**config.mk**
```make
export PLATFORM = sky130hd
export DESIGN_NAME = line_editor_with_echo
export DESIGN_NICKNAME = d
export VERILOG_FILES = /design/src/hdl/led_pkg.sv /design/src/hdl/led_ram.sv /design/src/hdl/line_editor_with_echo.sv
export VERILOG_INCLUDE_DIRS = /design/src /design/src/hdl
export SDC_FILE = /design/constraint.sdc
export NUM_CORES = 1
export LEC_CHECK = 0
export BUFFER_PORTS_ARGS = -buffer_cell sky130_fd_sc_hd__clkbuf_2
export CAP_MARGIN = 20
export CORE_AREA = 3 3 152 154
export DETAILED_ROUTE_END_ITERATION = 7
export DIE_AREA = 0 0 155 157
export GPL_ROUTABILITY_DRIVEN = 0
export PLACE_DENSITY_LB_ADDON = 0.25
export REMOVE_ABC_BUFFERS = 1
export SLEW_MARGIN = 15
export SYNTH_ARGS = -nofsm -noshare
export SYNTH_HDL_FRONTEND = slang
export SYNTH_HIERARCHICAL = 1
export SYNTH_SLANG_ARGS = --single-unit
```
**constraint.sdc**
```tcl
create_clock -name clock -period 5.1 [get_ports clock]
set_clock_uncertainty 0.15 [all_clocks]
set_input_delay 0.255 -clock clock [delete_from_list [all_inputs] [get_ports clock]]
set_output_delay 0.255 -clock clock [all_outputs]
set_load 0.05 [all_outputs]
```
**src/hdl/assert_macros.svh**
```systemverilog
`ifndef ASSERT_MACROS_SVH
`define ASSERT_MACROS_SVH

// same-cycle implication, checked on the rising clock edge outside reset
`define ASSERT_IMPLIES(label, clk, rst, ante, cons) \
   label: assert property (@(posedge clk) disable iff (rst) (ante) |-> (cons)) \
      else $error("assertion failed");

// next-cycle implication, checked on the rising clock edge outside reset
`define ASSERT_NEXT(label, clk, rst, ante, cons) \
   label: assert property (@(posedge clk) disable iff (rst) (ante) |=> (cons)) \
      else $error("assertion failed");

`endif

```
**src/hdl/led_pkg.sv**
```systemverilog
package led_pkg;

   // result kinds, carried on rsp_tuser
   typedef enum logic [1:0] {
      KIND_ECHO = 2'd0,
      KIND_CHAR = 2'd1,
      KIND_DONE = 2'd2
   } kind_type;

   // configuration register indexes
   typedef enum logic [1:0] {
      REG_END_CHAR  = 2'd0,
      REG_ERASE_A   = 2'd1,
      REG_ERASE_B   = 2'd2,
      REG_LINE_SIZE = 2'd3
   } reg_index_type;

   localparam int CHAR_W = 8;
   localparam int POS_W  = 5;
   localparam int SIZE_W = 6;

   localparam logic [CHAR_W-1:0] CODE_BS = 8'h08;
   localparam logic [CHAR_W-1:0] CODE_SP = 8'h20;
   localparam logic [CHAR_W-1:0] CODE_CR = 8'h0D;
   localparam logic [CHAR_W-1:0] CODE_LF = 8'h0A;
   localparam logic [CHAR_W-1:0] CODE_NUL = 8'h00;

   localparam logic [CHAR_W-1:0] END_CHAR_RST  = 8'd13;
   localparam logic [CHAR_W-1:0] ERASE_A_RST   = 8'd8;
   localparam logic [CHAR_W-1:0] ERASE_B_RST   = 8'd127;
   localparam logic [SIZE_W-1:0] LINE_SIZE_RST = 6'd32;
   localparam logic [SIZE_W-1:0] LINE_SIZE_MIN = 6'd2;

   // payload of one result beat, char_value in the lowest bits
   typedef struct packed {
      logic                truncated;
      logic [POS_W-1:0]    line_length;
      logic [POS_W-1:0]    position;
      logic [CHAR_W-1:0]   char_value;
   } rsp_data_type;

endpackage

```
**src/hdl/led_ram.sv**
```systemverilog
module led_ram #(
   parameter int WIDTH = 8,
   parameter int DEPTH = 32
) (
   input  logic                     clock,
   input  logic                     wr_en,
   input  logic [$clog2(DEPTH)-1:0] wr_addr,
   input  logic [WIDTH-1:0]         wr_data,
   input  logic                     rd_en,
   input  logic [$clog2(DEPTH)-1:0] rd_addr,
   output logic [WIDTH-1:0]         rd_data
);

   logic [WIDTH-1:0] mem_ff [DEPTH];
   logic [WIDTH-1:0] rd_data_ff;

   always_ff @(posedge clock) begin
      if (wr_en) begin
         mem_ff[wr_addr] <= wr_data;
      end
      if (rd_en) begin
         rd_data_ff <= mem_ff[rd_addr];
      end
   end

   assign rd_data = rd_data_ff;

endmodule

```
**src/hdl/line_editor_with_echo.sv**
```systemverilog
// channel | dir | handshake             | payload
// req     | in  | req_tvalid/req_tready | req_tdata[7:0] rx_char
// rsp     | out | rsp_tvalid/rsp_tready | tdata char/pos/len/trunc, tuser kind, tlast last
// csr     | in  | csr_valid/csr_ready   | csr_index register, csr_wdata value
//
// one character at a time: a small sequencer steps a single shared 8-bit
// comparator through erase a, erase b, end char and carriage return.
// line completion reads the line store one entry at a time (read, then
// emit) and closes with the done beat.
// reset is synchronous, active high; the line store has no reset and is
// only read below the fill count. rsp stalls hold the sequencer in place.
`include "assert_macros.svh"

module line_editor_with_echo #(
   parameter int LINE_MAX = 32
) (
   input  logic        clock,
   input  logic        reset,

   input  logic        req_tvalid,
   output logic        req_tready,
   input  logic [7:0]  req_tdata,   // [7:0] rx_char

   output logic        rsp_tvalid,
   input  logic        rsp_tready,
   output logic [23:0] rsp_tdata,   // [7:0] char_value, [12:8] position,
                                    // [17:13] line_length, [18] truncated
   output logic [1:0]  rsp_tuser,   // [1:0] kind
   output logic        rsp_tlast,   // last

   input  logic        csr_valid,
   output logic        csr_ready,
   input  logic [1:0]  csr_index,
   input  logic [7:0]  csr_wdata
);

   localparam int CNT_W = $clog2(LINE_MAX);
   localparam int CW    = led_pkg::CHAR_W;
   localparam int SW    = led_pkg::SIZE_W;

   typedef enum logic [3:0] {
      S_IDLE,
      S_CMP_A,
      S_CMP_B,
      S_CMP_E,
      S_ERASE,
      S_BS1,
      S_SP,
      S_BS2,
      S_ECHO_CH,
      S_ECHO_LF,
      S_RD,
      S_CHR,
      S_DONE
   } state_type;

   // configuration registers
   logic [CW-1:0] end_char_ff;
   logic [CW-1:0] erase_a_ff;
   logic [CW-1:0] erase_b_ff;
   logic [SW-1:0] line_size_ff;

   // sequencer state
   state_type       state_ff, state_in;
   logic [CNT_W-1:0] count_ff, count_in;
   logic [CNT_W-1:0] idx_ff, idx_in;
   logic [CW-1:0]   char_ff, char_in;
   logic            is_end_ff, is_end_in;
   logic            trunc_ff, trunc_in;

   // output register
   logic                 rsp_valid_ff, rsp_valid_in;
   led_pkg::rsp_data_type rsp_data_ff, rsp_data_in;
   led_pkg::kind_type    rsp_kind_ff, rsp_kind_in;
   logic                 rsp_last_ff, rsp_last_in;

   // shared comparator
   logic [CW-1:0] cmp_operand;
   logic          cmp_eq;

   // line store port
   logic          ram_we;
   logic          ram_re;
   logic [CW-1:0] ram_rdata;

   logic [SW-1:0] size_eff;
   logic [SW-1:0] cap;
   logic          room;
   logic          free;
   logic          emit;

   // clamp line_size into [2, LINE_MAX]; capacity is one less
   always_comb begin
      if (line_size_ff < led_pkg::LINE_SIZE_MIN) begin
         size_eff = led_pkg::LINE_SIZE_MIN;
      end else if (line_size_ff > SW'(LINE_MAX)) begin
         size_eff = SW'(LINE_MAX);
      end else begin
         size_eff = line_size_ff;
      end
   end

   assign cap  = size_eff - SW'(1);
   assign room = (7'(count_ff) < 7'(cap));

   // one comparator, its operand chosen by the sequencer step
   always_comb begin
      case (state_ff)
         S_CMP_A: cmp_operand = erase_a_ff;
         S_CMP_B: cmp_operand = erase_b_ff;
         S_CMP_E: cmp_operand = end_char_ff;
         default: cmp_operand = led_pkg::CODE_CR;
      endcase
   end

   assign cmp_eq = (char_ff == cmp_operand);

   // output register can take a beat when empty or being drained
   assign free = !rsp_valid_ff || rsp_tready;

   always_comb begin
      state_in     = state_ff;
      count_in     = count_ff;
      idx_in       = idx_ff;
      char_in      = char_ff;
      is_end_in    = is_end_ff;
      trunc_in     = trunc_ff;
      rsp_valid_in = rsp_valid_ff && !rsp_tready;
      rsp_data_in  = rsp_data_ff;
      rsp_kind_in  = rsp_kind_ff;
      rsp_last_in  = rsp_last_ff;
      ram_we       = 1'b0;
      ram_re       = 1'b0;
      emit         = 1'b0;

      case (state_ff)
         S_IDLE: begin
            if (req_tvalid) begin
               char_in  = req_tdata;
               state_in = S_CMP_A;
            end
         end
         // erase codes take precedence over the end code
         S_CMP_A: begin
            state_in = cmp_eq ? S_ERASE : S_CMP_B;
         end
         S_CMP_B: begin
            state_in = cmp_eq ? S_ERASE : S_CMP_E;
         end
         S_CMP_E: begin
            is_end_in = cmp_eq;
            trunc_in  = !cmp_eq && !room;
            state_in  = S_ECHO_CH;
         end
         // erase on an empty line gives no beat at all
         S_ERASE: begin
            state_in = (count_ff == '0) ? S_IDLE : S_BS1;
         end
         S_BS1: begin
            if (free) begin
               emit                   = 1'b1;
               rsp_kind_in            = led_pkg::KIND_ECHO;
               rsp_data_in            = '0;
               rsp_data_in.char_value = led_pkg::CODE_BS;
               rsp_last_in            = 1'b0;
               state_in               = S_SP;
            end
         end
         S_SP: begin
            if (free) begin
               emit                   = 1'b1;
               rsp_kind_in            = led_pkg::KIND_ECHO;
               rsp_data_in            = '0;
               rsp_data_in.char_value = led_pkg::CODE_SP;
               rsp_last_in            = 1'b0;
               state_in               = S_BS2;
            end
         end
         S_BS2: begin
            if (free) begin
               emit                   = 1'b1;
               rsp_kind_in            = led_pkg::KIND_ECHO;
               rsp_data_in            = '0;
               rsp_data_in.char_value = led_pkg::CODE_BS;
               rsp_last_in            = 1'b1;
               count_in               = count_ff - CNT_W'(1);
               state_in               = S_IDLE;
            end
         end
         // comparator checks for carriage return here
         S_ECHO_CH: begin
            if (free) begin
               emit                   = 1'b1;
               rsp_kind_in            = led_pkg::KIND_ECHO;
               rsp_data_in            = '0;
               rsp_data_in.char_value = char_ff;
               idx_in                 = '0;
               if (is_end_ff) begin
                  rsp_last_in = 1'b0;
                  state_in    = cmp_eq ? S_ECHO_LF : S_RD;
               end else if (trunc_ff) begin
                  rsp_last_in = 1'b0;
                  state_in    = S_RD;
               end else begin
                  rsp_last_in = 1'b1;
                  ram_we      = 1'b1;
                  count_in    = count_ff + CNT_W'(1);
                  state_in    = S_IDLE;
               end
            end
         end
         S_ECHO_LF: begin
            if (free) begin
               emit                   = 1'b1;
               rsp_kind_in            = led_pkg::KIND_ECHO;
               rsp_data_in            = '0;
               rsp_data_in.char_value = led_pkg::CODE_LF;
               rsp_last_in            = 1'b0;
               state_in               = S_RD;
            end
         end
         S_RD: begin
            if (idx_ff == count_ff) begin
               state_in = S_DONE;
            end else begin
               ram_re   = 1'b1;
               state_in = S_CHR;
            end
         end
         S_CHR: begin
            if (free) begin
               emit                   = 1'b1;
               rsp_kind_in            = led_pkg::KIND_CHAR;
               rsp_data_in            = '0;
               rsp_data_in.char_value = ram_rdata;
               rsp_data_in.position   = led_pkg::POS_W'(idx_ff);
               rsp_last_in            = 1'b0;
               idx_in                 = idx_ff + CNT_W'(1);
               state_in               = S_RD;
            end
         end
         S_DONE: begin
            if (free) begin
               emit                    = 1'b1;
               rsp_kind_in             = led_pkg::KIND_DONE;
               rsp_data_in             = '0;
               rsp_data_in.char_value  = led_pkg::CODE_NUL;
               rsp_data_in.line_length = led_pkg::POS_W'(count_ff);
               rsp_data_in.truncated   = trunc_ff;
               rsp_last_in             = 1'b1;
               count_in                = '0;
               state_in                = S_IDLE;
            end
         end
         default: begin
            state_in = S_IDLE;
         end
      endcase

      if (emit) begin
         rsp_valid_in = 1'b1;
      end
   end

   always_ff @(posedge clock) begin
      if (reset) begin
         state_ff     <= S_IDLE;
         count_ff     <= '0;
         rsp_valid_ff <= 1'b0;
         end_char_ff  <= led_pkg::END_CHAR_RST;
         erase_a_ff   <= led_pkg::ERASE_A_RST;
         erase_b_ff   <= led_pkg::ERASE_B_RST;
         line_size_ff <= led_pkg::LINE_SIZE_RST;
      end else begin
         state_ff     <= state_in;
         count_ff     <= count_in;
         rsp_valid_ff <= rsp_valid_in;
         // register writes, any index beyond the list is dropped
         if (csr_valid) begin
            case (csr_index)
               led_pkg::REG_END_CHAR:  end_char_ff  <= csr_wdata;
               led_pkg::REG_ERASE_A:   erase_a_ff   <= csr_wdata;
               led_pkg::REG_ERASE_B:   erase_b_ff   <= csr_wdata;
               led_pkg::REG_LINE_SIZE: line_size_ff <= csr_wdata[SW-1:0];
               default: ;
            endcase
         end
      end
      idx_ff      <= idx_in;
      char_ff     <= char_in;
      is_end_ff   <= is_end_in;
      trunc_ff    <= trunc_in;
      rsp_data_ff <= rsp_data_in;
      rsp_kind_ff <= rsp_kind_in;
      rsp_last_ff <= rsp_last_in;
   end

   // line store, written at the fill count and read during completion
   led_ram #(
      .WIDTH (CW),
      .DEPTH (LINE_MAX)
   ) u_line_store (
      .clock   (clock),
      .wr_en   (ram_we),
      .wr_addr (count_ff),
      .wr_data (char_ff),
      .rd_en   (ram_re),
      .rd_addr (idx_ff),
      .rd_data (ram_rdata)
   );

   assign req_tready = (state_ff == S_IDLE);
   assign csr_ready  = 1'b1;
   assign rsp_tvalid = rsp_valid_ff;
   assign rsp_tdata  = 24'(rsp_data_ff);
   assign rsp_tuser  = rsp_kind_ff;
   assign rsp_tlast  = rsp_last_ff;

   // a new beat never overwrites one that is still waiting
   `ASSERT_IMPLIES(a_no_overwrite, clock, reset, emit, !rsp_valid_ff || rsp_tready)
   // stores only happen while the line has room
   `ASSERT_IMPLIES(a_store_room, clock, reset, ram_we, room)
   // a line character beat always lies inside the stored line
   `ASSERT_IMPLIES(a_chr_in_line, clock, reset, state_ff == S_CHR, idx_ff < count_ff)
   // a line-complete beat always closes the item's results
   `ASSERT_IMPLIES(a_done_last, clock, reset, rsp_valid_ff && rsp_kind_ff == led_pkg::KIND_DONE, rsp_last_ff)
   // after completion the line restarts empty
   `ASSERT_NEXT(a_done_clears, clock, reset, state_ff == S_DONE && free, count_ff == '0)

endmodule

```
[Word-level counts from Yosys, hierarchy flattened]
Memory sizes are Yosys's and may differ from the RTL's. A register that Yosys moved wholly into a read port is not among the register bits.
Index checks and enable logic that the tools add are counted.
Word-level totals
  flip-flop bits (word level): 77
  RAM bits: 256
  input bits: 23
  output and inout bits: 30
  word-level logic and storage cells: 140
  memories: 1
Operators by class
  $add $sub $neg: 4
  order comparisons: 3
  equality and inequality tests: 32
  mux-type cells: 51
  reductions and logical operators: 32
Memory list
  u_line_store.mem_ff: words 32, width 8, rd ports 1, clocked after Yosys merged registers in 1, wr ports 1, RTL line led_ram.sv:14  | logic [WIDTH-1:0] mem_ff [DEPTH];
Operators with widths (number)
  2-to-1 mux 19 bit: 6
  case mux 19 bit (6 select lines): 1
  case mux 4 bit (11 select lines): 1
  2-to-1 mux 4 bit: 8
  2-to-1 mux 5 bit: 6
  case mux 8 bit (3 select lines): 1
  == test 4 bit, second input constant: 5
  inequality test 2 bit, second input constant: 10
  == test 4 x 3 -> 1 bit, second input constant: 4
  case mux 5 bit (3 select lines): 1
  2-to-1 mux 1 bit: 14
  2-to-1 mux 3 bit: 4
  2-to-1 mux 6 bit: 2
  AND reduction 6 bit: 2
  adder 5 x 1 -> 5 bit, second input constant: 2
  inequality test 2 x 1 -> 1 bit, second input constant: 5
  case mux 5 bit (2 select lines): 1
  AND reduction 2 bit: 5
  nonzero test 3 bit: 3
  == test 4 x 2 -> 1 bit, second input constant: 2
  == test 8 bit: 1
  2-to-1 mux 2 bit: 4
  AND reduction 4 bit: 2
  AND reduction 7 bit: 1
  24 further kinds: 31

[Depth between registers and ports, before layout]
Gate-level depths: netlist of run 1.
  depth after elaboration: 7
  mapped depth: 12
  mapped depth without buffers: 10

[Hierarchy]
The synthesis of run 1 kept the hierarchy.
Modules (own cells, without submodules)
  led_ram: instances 1, cells each 417, area each 10133.5 um^2, seq. area each 7927.6 um^2
  line_editor_with_echo: instances 1, cells each 433, area each 4134.0 um^2, seq. area each 1911.8 um^2

[Worst setup path after synthesis of run 1]
OpenSTA, ideal clock, no wires.
  path type: register -> register
  start: register state_ff[0]
  end: memory u_line_store.mem_ff[28][0], enable pin
  library setup time: 370 ps
  arrival time: 2651 ps
  data required time: 4580 ps
  slack: 1929 ps
  stages on the path, launching flop included: 9
  path buffers: 3
  cell sequence: dfxtp_1 -> buf_6 -> clkbuf_1 -> nor3b_2 -> nand2_1 -> nor4_1 -> or3b_2 -> clkbuf_1 -> nor2_1
On the way
  longest elaborated chain between the ends: 4
Ends and longest elaborated chain
  from (decl): RTL line line_editor_with_echo.sv:64  | state_type state_ff, state_in;
  from (signal assigned): RTL line line_editor_with_echo.sv:275  | state_ff <= state_in;
  == test 4 bit: RTL line line_editor_with_echo.sv:136  | case (state_ff)
  2-to-1 mux 1 bit: RTL line line_editor_with_echo.sv:136
  named net ram_we: RTL line line_editor_with_echo.sv:82  | logic ram_we;
  2-to-1 mux 1 bit: RTL line led_ram.sv:18  | if (wr_en) begin
  2-to-1 mux 1 bit (not written as such): RTL line led_ram.sv:19  | mem_ff[wr_addr] <= wr_data;
  to (decl): RTL line led_ram.sv:14
The timed path passes the listed nets, and every way through them passes these cells.

[Final worst setup path of run 1]
  start: register state_ff[3]
  end: memory u_line_store.mem_ff[2][4], enable pin
The elaborated chain is that of the path after synthesis.

==> results of run 1 <==
==> through the flow <==
stage               worst slack [ns]  area [µm²]  utilization (%)  hold slack, ns
floorplan                     0.6310       14040                -          0.1741
global placement               1.444       14750            67.58          0.2827
detailed placement             1.212       14750            67.58          0.2839
CTS                            1.238       15980            73.24         0.03874
global route                  0.8666       15980            73.24          0.1020
finish                         1.061       15980            73.24         0.06009
==> power groups by stage <==
stage / clock network [W] / registers, W / logic [W]
5_1_grt: 0.00259 / 0.00312 / 0.000382
6_report: 0.00244 / 0.00312 / 0.000354
2_1_floorplan: 0 / 0.00322 / 0.000157
3_3_place_gp: 0 / 0.00318 / 0.000332
4_1_cts: 0.00246 / 0.00312 / 0.000350
3_5_place_dp: 0 / 0.00318 / 0.000339
==> sequential cells by signal (all words and copies together), names as in the netlist <==
| name | count |
|---|---|
| idx_ff | 5 |
| is_end_ff | 1 |
| u_line_store/rd_data | 8 |
| line_size_ff | 6 |
| u_line_store/mem_ff | 256 |
| erase_b_ff | 8 |
| rsp_tlast | 1 |
| end_char_ff | 8 |
| rsp_tvalid | 1 |
| char_ff | 8 |
| state_ff | 4 |
| count_ff | 5 |
| rsp_tuser | 2 |
| rsp_tdata | 19 |
| trunc_ff | 1 |
| erase_a_ff | 8 |
==> cells by family after synthesis <==
logic type | count (synthesis) | synth area share (%)
and+or+nand+nor | 210 | 7.305
DFF | 341 | 68.96
buffers and inverters | 62 | 2.096
muxes | 108 | 14.70
adders and majority gates | 10 | 0.9296
xor gates and xnor gates | 16 | 0.9822
AOI/OAI and AO/OA | 101 | 4.972
other | 2 | 0.05264
==> critical path, delay by kind of cell (launching register included) <==
family	cells	cell delay, ns
and+or+nand+nor	5	2.80
DFF	1	0.71
==> cell type report <==
cell class	count	area [µm²]
Clock inverter	17	180.2
Clock buffer	40	894.6
Fill cell	1288	5841
Tap cell	280	350.3
Inverter	15	56.30
Timing Repair Buffer	79	518.0
Multi-Input combinational cell	451	4144
Sequential cell	341	9839
==> routing by layer <==
| layer | track usage, % | vias to the layer above | share of wire, % |
|---|---|---|---|
| li1 | - | 3502 | - |
| met2 | 45.81 | 575 | 48 |
| met3 | 6.681 | 80 | 11 |
| met4 | 8.789 | 2 | 3.0 |
| met5 | 0 | - | 0.038 |
| met1 | 40.28 | 4193 | 38 |
==> cell usage in the layout (no fill, tap or decap), drive strengths merged, types with 5 or more instances in the layout <==
cell type / Yosys / layout
a21oi: 28 / 28
and2: 10 / 10
dfxtp: 40 / 40
mux2i: 16 / 16
ha: 9 / 9
edfxtp: 301 / 301
nor2: 69 / 69
xnor2: 12 / 12
conb: 2 / 6
nand3b: 14 / 14
o21ai: 15 / 15
clkbuf: 24 / 86
dlygate4sd3: 0 / 16
nor3: 7 / 7
and3: 5 / 5
buf: 23 / 17
nor3b: 5 / 5
nand3: 12 / 12
o2bb2ai: 5 / 5
a211oi: 7 / 7
mux4: 80 / 80
a22oi: 7 / 7
inv: 14 / 15
nor2b: 11 / 11
a22o: 5 / 5
clkinv: 1 / 13
nand2: 54 / 54
mux2: 12 / 12
==> repair_timing <==
action | in CTS | in global routing
gates resized for setup | 0 | 0
endpoints found under the hold margin | 37 | 0
buffers inserted | 0 | 0
hold buffers | 16 | 0
==> worst max-delay path by stage <==
stage / to / slack (ns) / depth (start not counted)
3_5_place_dp: u_line_store/mem_ff[15][3] / 1.21 / 5
3_3_place_gp: u_line_store/mem_ff[15][5] / 1.44 / 5
5_1_grt: u_line_store/mem_ff[2][4] / 0.87 / 5
2_1_floorplan: u_line_store/rd_data[0] / 0.63 / 3
6_report: u_line_store/mem_ff[2][4] / 1.06 / 5
4_1_cts: u_line_store/mem_ff[3][3] / 1.24 / 5
==> parameters.txt, run 1 <==
Parameter                              Value

Pwr
  Combinational group share of total power ... approximately 6%
  Worst vdd rail ir drop ... approximately 0.00035 V
  Design internal power ... around 0.0047 W
  Switching portion of total power ... a little over a fifth
  Switching component of the power ... 0.001256 W
  Total power ... between 0.005 and 0.006 W
  P_leak ... 5.363 nW
  Share of power burned in registers ... about 53%
  Share of total power in the clock network ... 41.3%
  Total power divided by cell area ... ~370 nW/µm²

Timing
  Fin Setup TNS ... 0 ns
  Post-route fraction of the period consumed by the critical path ... between 70% and 80%
  Transition time at the pin with the least slew margin ... between 0.9 and 1 ns
  Number of failing setup endpoints in the final timing report ... 0
  Clock period minus worst slack ... between 4 and 5 ns
  Highest achievable clock rate ... approximately 250 MHz
  Final count of pins violating max slew ... 0
  Setup repair after global routing missed its margin ... false
  Final Hold Vio Count ... 0
  Worst slew slack as a fraction of its limit ... around 34%

Cells and area
  Final nets ... about 960
  Area delta synth->final ... 12.02%
  Final standard cell count with taps included and fillers excluded ... between 1000 and 1500
  Layout cell share with drive strength beyond 1 ... 22.69%
  Antenna diode instance count ... 0

Detailed routing
  Antenna violation net count after detailed routing ... 0
  Routed length per instance ... 27.80 µm
  Total wire length after detailed routing ... about 34000 µm
  Post-detailed-route via-to-cell ratio ... roughly 6.8
  Routed vias ... approximately 8400
  Detailed router's first-iteration violation count ... about 940
  First-pass DRT Iterations ... 8
  DRC violations left ... 0

Worst setup path
  Worst Path Max Fanout ... 20
  Biggest cell delay along the critical path ... ~0.74 ns
  Crit path max-delay cell type ... sky130_fd_sc_hd__nor2_1
  Worst setup SP type ... register
  Worst-path cell chain ... nor3b_2 -> nand2_1 -> nor4_1 -> nand3b_1 -> nor2_1
  Setup CP Type ... reg2reg
  Startpoint of the most critical register-to-register path ... state_ff[3]
  Arrival time at the worst endpoint ... approximately 4 ns
  Critical Path Start ... state_ff[3]
  Count of cells along the worst register-to-register path ... 5
  Critical path capture point type ... register
  RR Endpoint ... u_line_store/mem_ff[2][4]
  Worst EP required ... 5.08 ns
  Register-to-register setup slack ... ~1.1 ns

Floorplan
  Starting density of the core ... 65.38%
  I/O pin count ... 53
  Site Rows ... 54
  Vertical extent of the die ... 157 µm
  Horizontal extent of the die ... 155 µm
  Area of the placeable core ... between 20000 and 25000 µm²
  Die area ... about 24000 µm²

Synthesis
  Yosys reg bits ... between 300 and 400
  Cell with the most instances after synthesis ... sky130_fd_sc_hd__edfxtp_1
  Part of the Yosys area used for sequential elements ... 68.96%
  Gate count after technology mapping ... 850
  Number of flops mapped to enable cells by yosys ... ~300
  Number of distinct library cells after synthesis ... a little under 70
  Netlist area before placement ... 14270 µm²
  Dominant cell type by area after synthesis ... sky130_fd_sc_hd__edfxtp_1
  Most common flop cell mapped by yosys ... sky130_fd_sc_hd__edfxtp_1
  Warnings from Yosys ... 6
  Share of flip-flops with an asynchronous set or reset after synthesis ... 0%
  Most instantiated cells after synthesis ... 301 x sky130_fd_sc_hd__edfxtp_1, 80 x sky130_fd_sc_hd__mux4_2, 69 x sky130_fd_sc_hd__nor2_1, 54 x sky130_fd_sc_hd__nand2_1, 40 x sky130_fd_sc_hd__dfxtp_1
  Top cells by area, synth ... sky130_fd_sc_hd__edfxtp_1 63%, sky130_fd_sc_hd__mux4_2 13%, sky130_fd_sc_hd__dfxtp_1 5.6%
  Post-Synthesis Mean Instance Area ... approximately 17 µm²
  Top cell type's share of synthesized area ... around 63%

CTS
  # H-tree levels ... 2
  Number of buffers created by CTS ... 34
  CTS max path bufs ... 3
  Clk Latency, worst-skew pair ... 0.50 ns
  Clock slew at the register clock pins of the worst setup and hold paths ... around 0.06 ns
  Clock sink count ... approximately 340
  Clock tree from TritonCTS ... yes
  Cell chosen for the clock root ... sky130_fd_sc_hd__clkbuf_16

Worst hold path
  Endpoint of the worst hold path ... erase_a_ff[6]
  Hold_sp ... csr_index[1]
  WHS Path Cells ... 4
  Worst min-delay path class ... in2reg

Placement
  Port buffer count ... 46
  Number of instances in the placed design ... 1150
  HPWL after detailed placement ... approximately 21000 µm

Global routing
  Overall overflow remaining after global route ... 0
  Maximum number of pins on one net before global-route repair ... 70
  Overall routing resource usage ... 28.65%
  Vias in the first global route ... just over 8000
  Antenna violations before repair ... 1
  Global-route wire length before repair ... about 52000 µm

Status
  Run status ... complete, no violations

Run
  Max-Cap Viols ... 0
(Power assumes the default switching activity.)
==> run 2, diff against run 1 <==
--- a/config.mk
+++ b/config.mk
@@ -8,9 +8,9 @@
 export LEC_CHECK = 0
 export BUFFER_PORTS_ARGS = -buffer_cell sky130_fd_sc_hd__clkbuf_2
 export CAP_MARGIN = 20
-export CORE_AREA = 3 3 152 154
+export CORE_AREA = 3 3 156 158
 export DETAILED_ROUTE_END_ITERATION = 7
-export DIE_AREA = 0 0 155 157
+export DIE_AREA = 0 0 159 161
 export GPL_ROUTABILITY_DRIVEN = 0
 export PLACE_DENSITY_LB_ADDON = 0.25
 export REMOVE_ABC_BUFFERS = 1
==> constraint.sdc (replaced) <==
create_clock -name clock -period 3.8 [get_ports clock]
set_clock_uncertainty 0.15 [all_clocks]
set_input_delay 0.19 -clock clock [delete_from_list [all_inputs] [get_ports clock]]
set_output_delay 0.19 -clock clock [all_outputs]
set_load 0.05 [all_outputs]
==> run 2 against run 1 <==
Non-clock buffer count up 40. First-iteration DRC count up 1.5%. Global-route usage down 2.5 points. Combinational power up 34%. Total power up 32%. Die area up 5.2%. Clock power up 30%. Final area up 2.4%. Count of clock-buffer cells in the layout up 6. Utilization down 2.9 points.
==> parameters.txt, run 2 (same netlist as run 1, synthesis figures left out) <==
Parameter                              Value

Status
  Run status ... complete, no violations

Timing
  Number of failing setup endpoints in the final timing report ... 0 (unchanged)
  Final Hold Vio Count ... 0 (unchanged)
  Setup repair after global routing missed its margin ... false
  Transition time at the pin with the least slew margin ... 0.8531 ns (-0.1354 ns)
  Worst slew slack as a fraction of its limit ... 43.13% (+9.0 points)
  Post-route fraction of the period consumed by the critical path ... 86.17% (+7.0 points)
  Highest achievable clock rate ... 305.4 MHz (+23%)
  Final count of pins violating max slew ... 0 (unchanged)
  Clock period minus worst slack ... 3.274 ns (-0.7641 ns)

Detailed routing
  Total wire length after detailed routing ... 33100 µm (-2.7%)
  First-pass DRT Iterations ... 5 (-3)
  Post-detailed-route via-to-cell ratio ... 6.393 (-6.4%)
  DRC violations left ... 0 (unchanged)
  Detailed router's first-iteration violation count ... 952 (+1.5%)
  Antenna violation net count after detailed routing ... 0 (unchanged)
  Routed vias ... 8355 (+0.036%)
  Routed length per instance ... 25.33 µm (-8.9%)

Floorplan
  I/O pin count ... 53 (unchanged)
  Horizontal extent of the die ... 159 µm (+2.6%)
  Area of the placeable core ... 23260 µm² (+6.6%)
  Site Rows ... 56 (+3.7%)
  Starting density of the core ... 61.33% (-4.0 points)
  Die area ... 25600 µm² (+5.2%)
  Vertical extent of the die ... 161 µm (+2.5%)

Pwr
  P_leak ... 5.571 nW (+3.9%)
  Total power divided by cell area ... 477.7 nW/µm² (+29%)
  Total power ... 0.007818 W (+32%)
  Worst vdd rail ir drop ... 0.0002841 V (-19%)

Placement
  HPWL after detailed placement ... 20110 µm (-4.7%)
  Port buffer count ... 46 (unchanged)

Cells and area
  Final nets ... 995 (+4.2%)
  Antenna diode instance count ... 0 (unchanged)
  Number of fillers in the final layout ... 1459 (+13%)
  Number of flip-flops under the largest register name ... 256 (unchanged)
  Most common library cell in the layout ignoring fill and taps ... sky130_fd_sc_hd__edfxtp_1
  Commonest cells after routing, fill and taps aside ... 301 x sky130_fd_sc_hd__edfxtp_1, 80 x sky130_fd_sc_hd__mux4_2, 69 x sky130_fd_sc_hd__nor2_1
  Fin util ... 70.36% (-2.9 points)
  Biggest register ... u_line_store/mem_ff
  Layout cell share with drive strength beyond 1 ... 25.40% (+2.7 points)
  Area delta synth->final ... 14.72%

Global routing
  Overall overflow remaining after global route ... 0 (unchanged)
  Vias in the first global route ... 8412 (+3.4%)
  Overall routing resource usage ... 26.17% (-2.5 points)
  Global-route wire length before repair ... 50650 µm (-1.8%)
  Maximum number of pins on one net before global-route repair ... 61 (-13%)
  Antenna violations before repair ... 0 (-1)

Worst setup path
  Crit path max-delay cell type ... sky130_fd_sc_hd__or3b_2
  Critical path capture point type ... register
  Arrival time at the worst endpoint ... 3.27 ns (-0.75 ns)
  Worst setup SP type ... register
  Setup CP Type ... reg2reg
  Worst-path cell chain ... nor3b_2 -> nand2_1 -> nor4_1 -> or3b_2 -> nor2_1
  Number of buffers and inverters on the critical path ... 0 (unchanged)
  CP delay by family, top ... simple AND/OR/NAND/NOR gates
  Worst Path Max Fanout ... 8 (-60%)
  Biggest cell delay along the critical path ... 0.65 ns (-0.09 ns)
  Worst EP required ... 3.79 ns (-1.29 ns)

CTS
  Clock sink count ... 341 (unchanged)
  CTS max path bufs ... 3 (unchanged)
  Clk Latency, worst-skew pair ... 0.52 ns (+0.02 ns)
  Number of buffers created by CTS ... 34 (unchanged)
  Clock tree from TritonCTS ... yes
  Clock slew at the register clock pins of the worst setup and hold paths ... 0.06 ns (about the same)
  Post-CTS Setup Bufs ... 0 (unchanged)
  Cell chosen for the clock root ... sky130_fd_sc_hd__clkbuf_16
  Post-CTS sizing ... 0 (unchanged)
  # H-tree levels ... 2 (unchanged)

Run
  Max-Cap Viols ... 0 (unchanged)

Worst hold path
  Worst min-delay path class ... in2reg
[run 2: cell count changes in the layout (fill, tap and decap cells not counted), sizes merged]
cell / before / now
bufinv: 4 / 2
clkinvlp: 0 / 1
clkbuf: 86 / 92
inv: 15 / 16
clkinv: 13 / 12
buf: 17 / 53
dlygate4sd3: 16 / 20
[run 2: per-layer routing]
| layer | up-vias | GRT usage [%] | wire length [µm] |
|---|---|---|---|
| met5 | - | 0 | 0 |
| met4 | 0 | 9.351 | 1188 |
| met3 | 89 | 7.079 | 3156 |
| met2 | 453 | 41.76 | 16000 |
| met1 | 4240 | 35.51 | 12760 |
| li1 | 3573 | - | - |
[run 2: timing repair]
action | 4_1_cts | 5_1_grt
hold endpoints to repair | 39 | 0
hold buffers | 20 | 0
endpoints found under the setup margin | 0 | 0
[run 2: cell type report]
class                           instances  area, µm²  area share (%)
Tap cell                              319      399.1           2.438
Multi-Input combinational cell        451       4144           25.32
Timing Repair Buffer                  119      878.3           5.366
Clock buffer                           46      905.9           5.534
Inverter                               15      56.30          0.3440
Clock inverter                         16      145.1          0.8867
Sequential cell                       341       9839           60.11
[run 2: path summary, 6_finish.rpt]
| kind | from | to | slack, ns | cells past startpoint |
|---|---|---|---|---|
| max | state_ff[0] | u_line_store/mem_ff[8][2] | 0.53 | 5 |
| min | csr_index[0] | erase_b_ff[7] | 0.02 | 4 |
| max reg2reg | state_ff[0] | u_line_store/mem_ff[8][2] | 0.53 | 5 |
| min reg2reg | erase_a_ff[0] | erase_a_ff[0] | 0.30 | 2 |
[run 2: through the flow]
stage | worst slack [ns] | instances | TNS (ns) | hold slack, ns | area [µm²]
final | 0.5255 | 1307 | 0 | 0.01628 | 16370
after global routing | 0.3649 | 1307 | 0 | 0.02725 | 16370
after floorplan | -0.6690 | 807 | -5.681 | 0.1091 | 14040
after global placement | 0.7992 | 1225 | 0 | 0.2184 | 15120
after CTS | 0.5834 | 1307 | 0 | 0.002578 | 16370
after detailed placement | 0.6003 | 1225 | 0 | 0.2186 | 15120
[run 2: tightest hold or removal path: stages]
cell and delay, ns:
sky130_fd_sc_hd__clkbuf_2 0.12, sky130_fd_sc_hd__nor2_1 0.15, sky130_fd_sc_hd__nand2_1 0.11, sky130_fd_sc_hd__a21oi_1 0.05
[run 2: report_power, final]
group | switching, W | internal [W] | total (W)
Sequential | 0.0000284 | 0.00414 | 0.00417
Combinational | 0.000317 | 0.000158 | 0.000475
Clock | 0.00135 | 0.00182 | 0.00317
Total | 0.00169 | 0.00613 | 0.00782
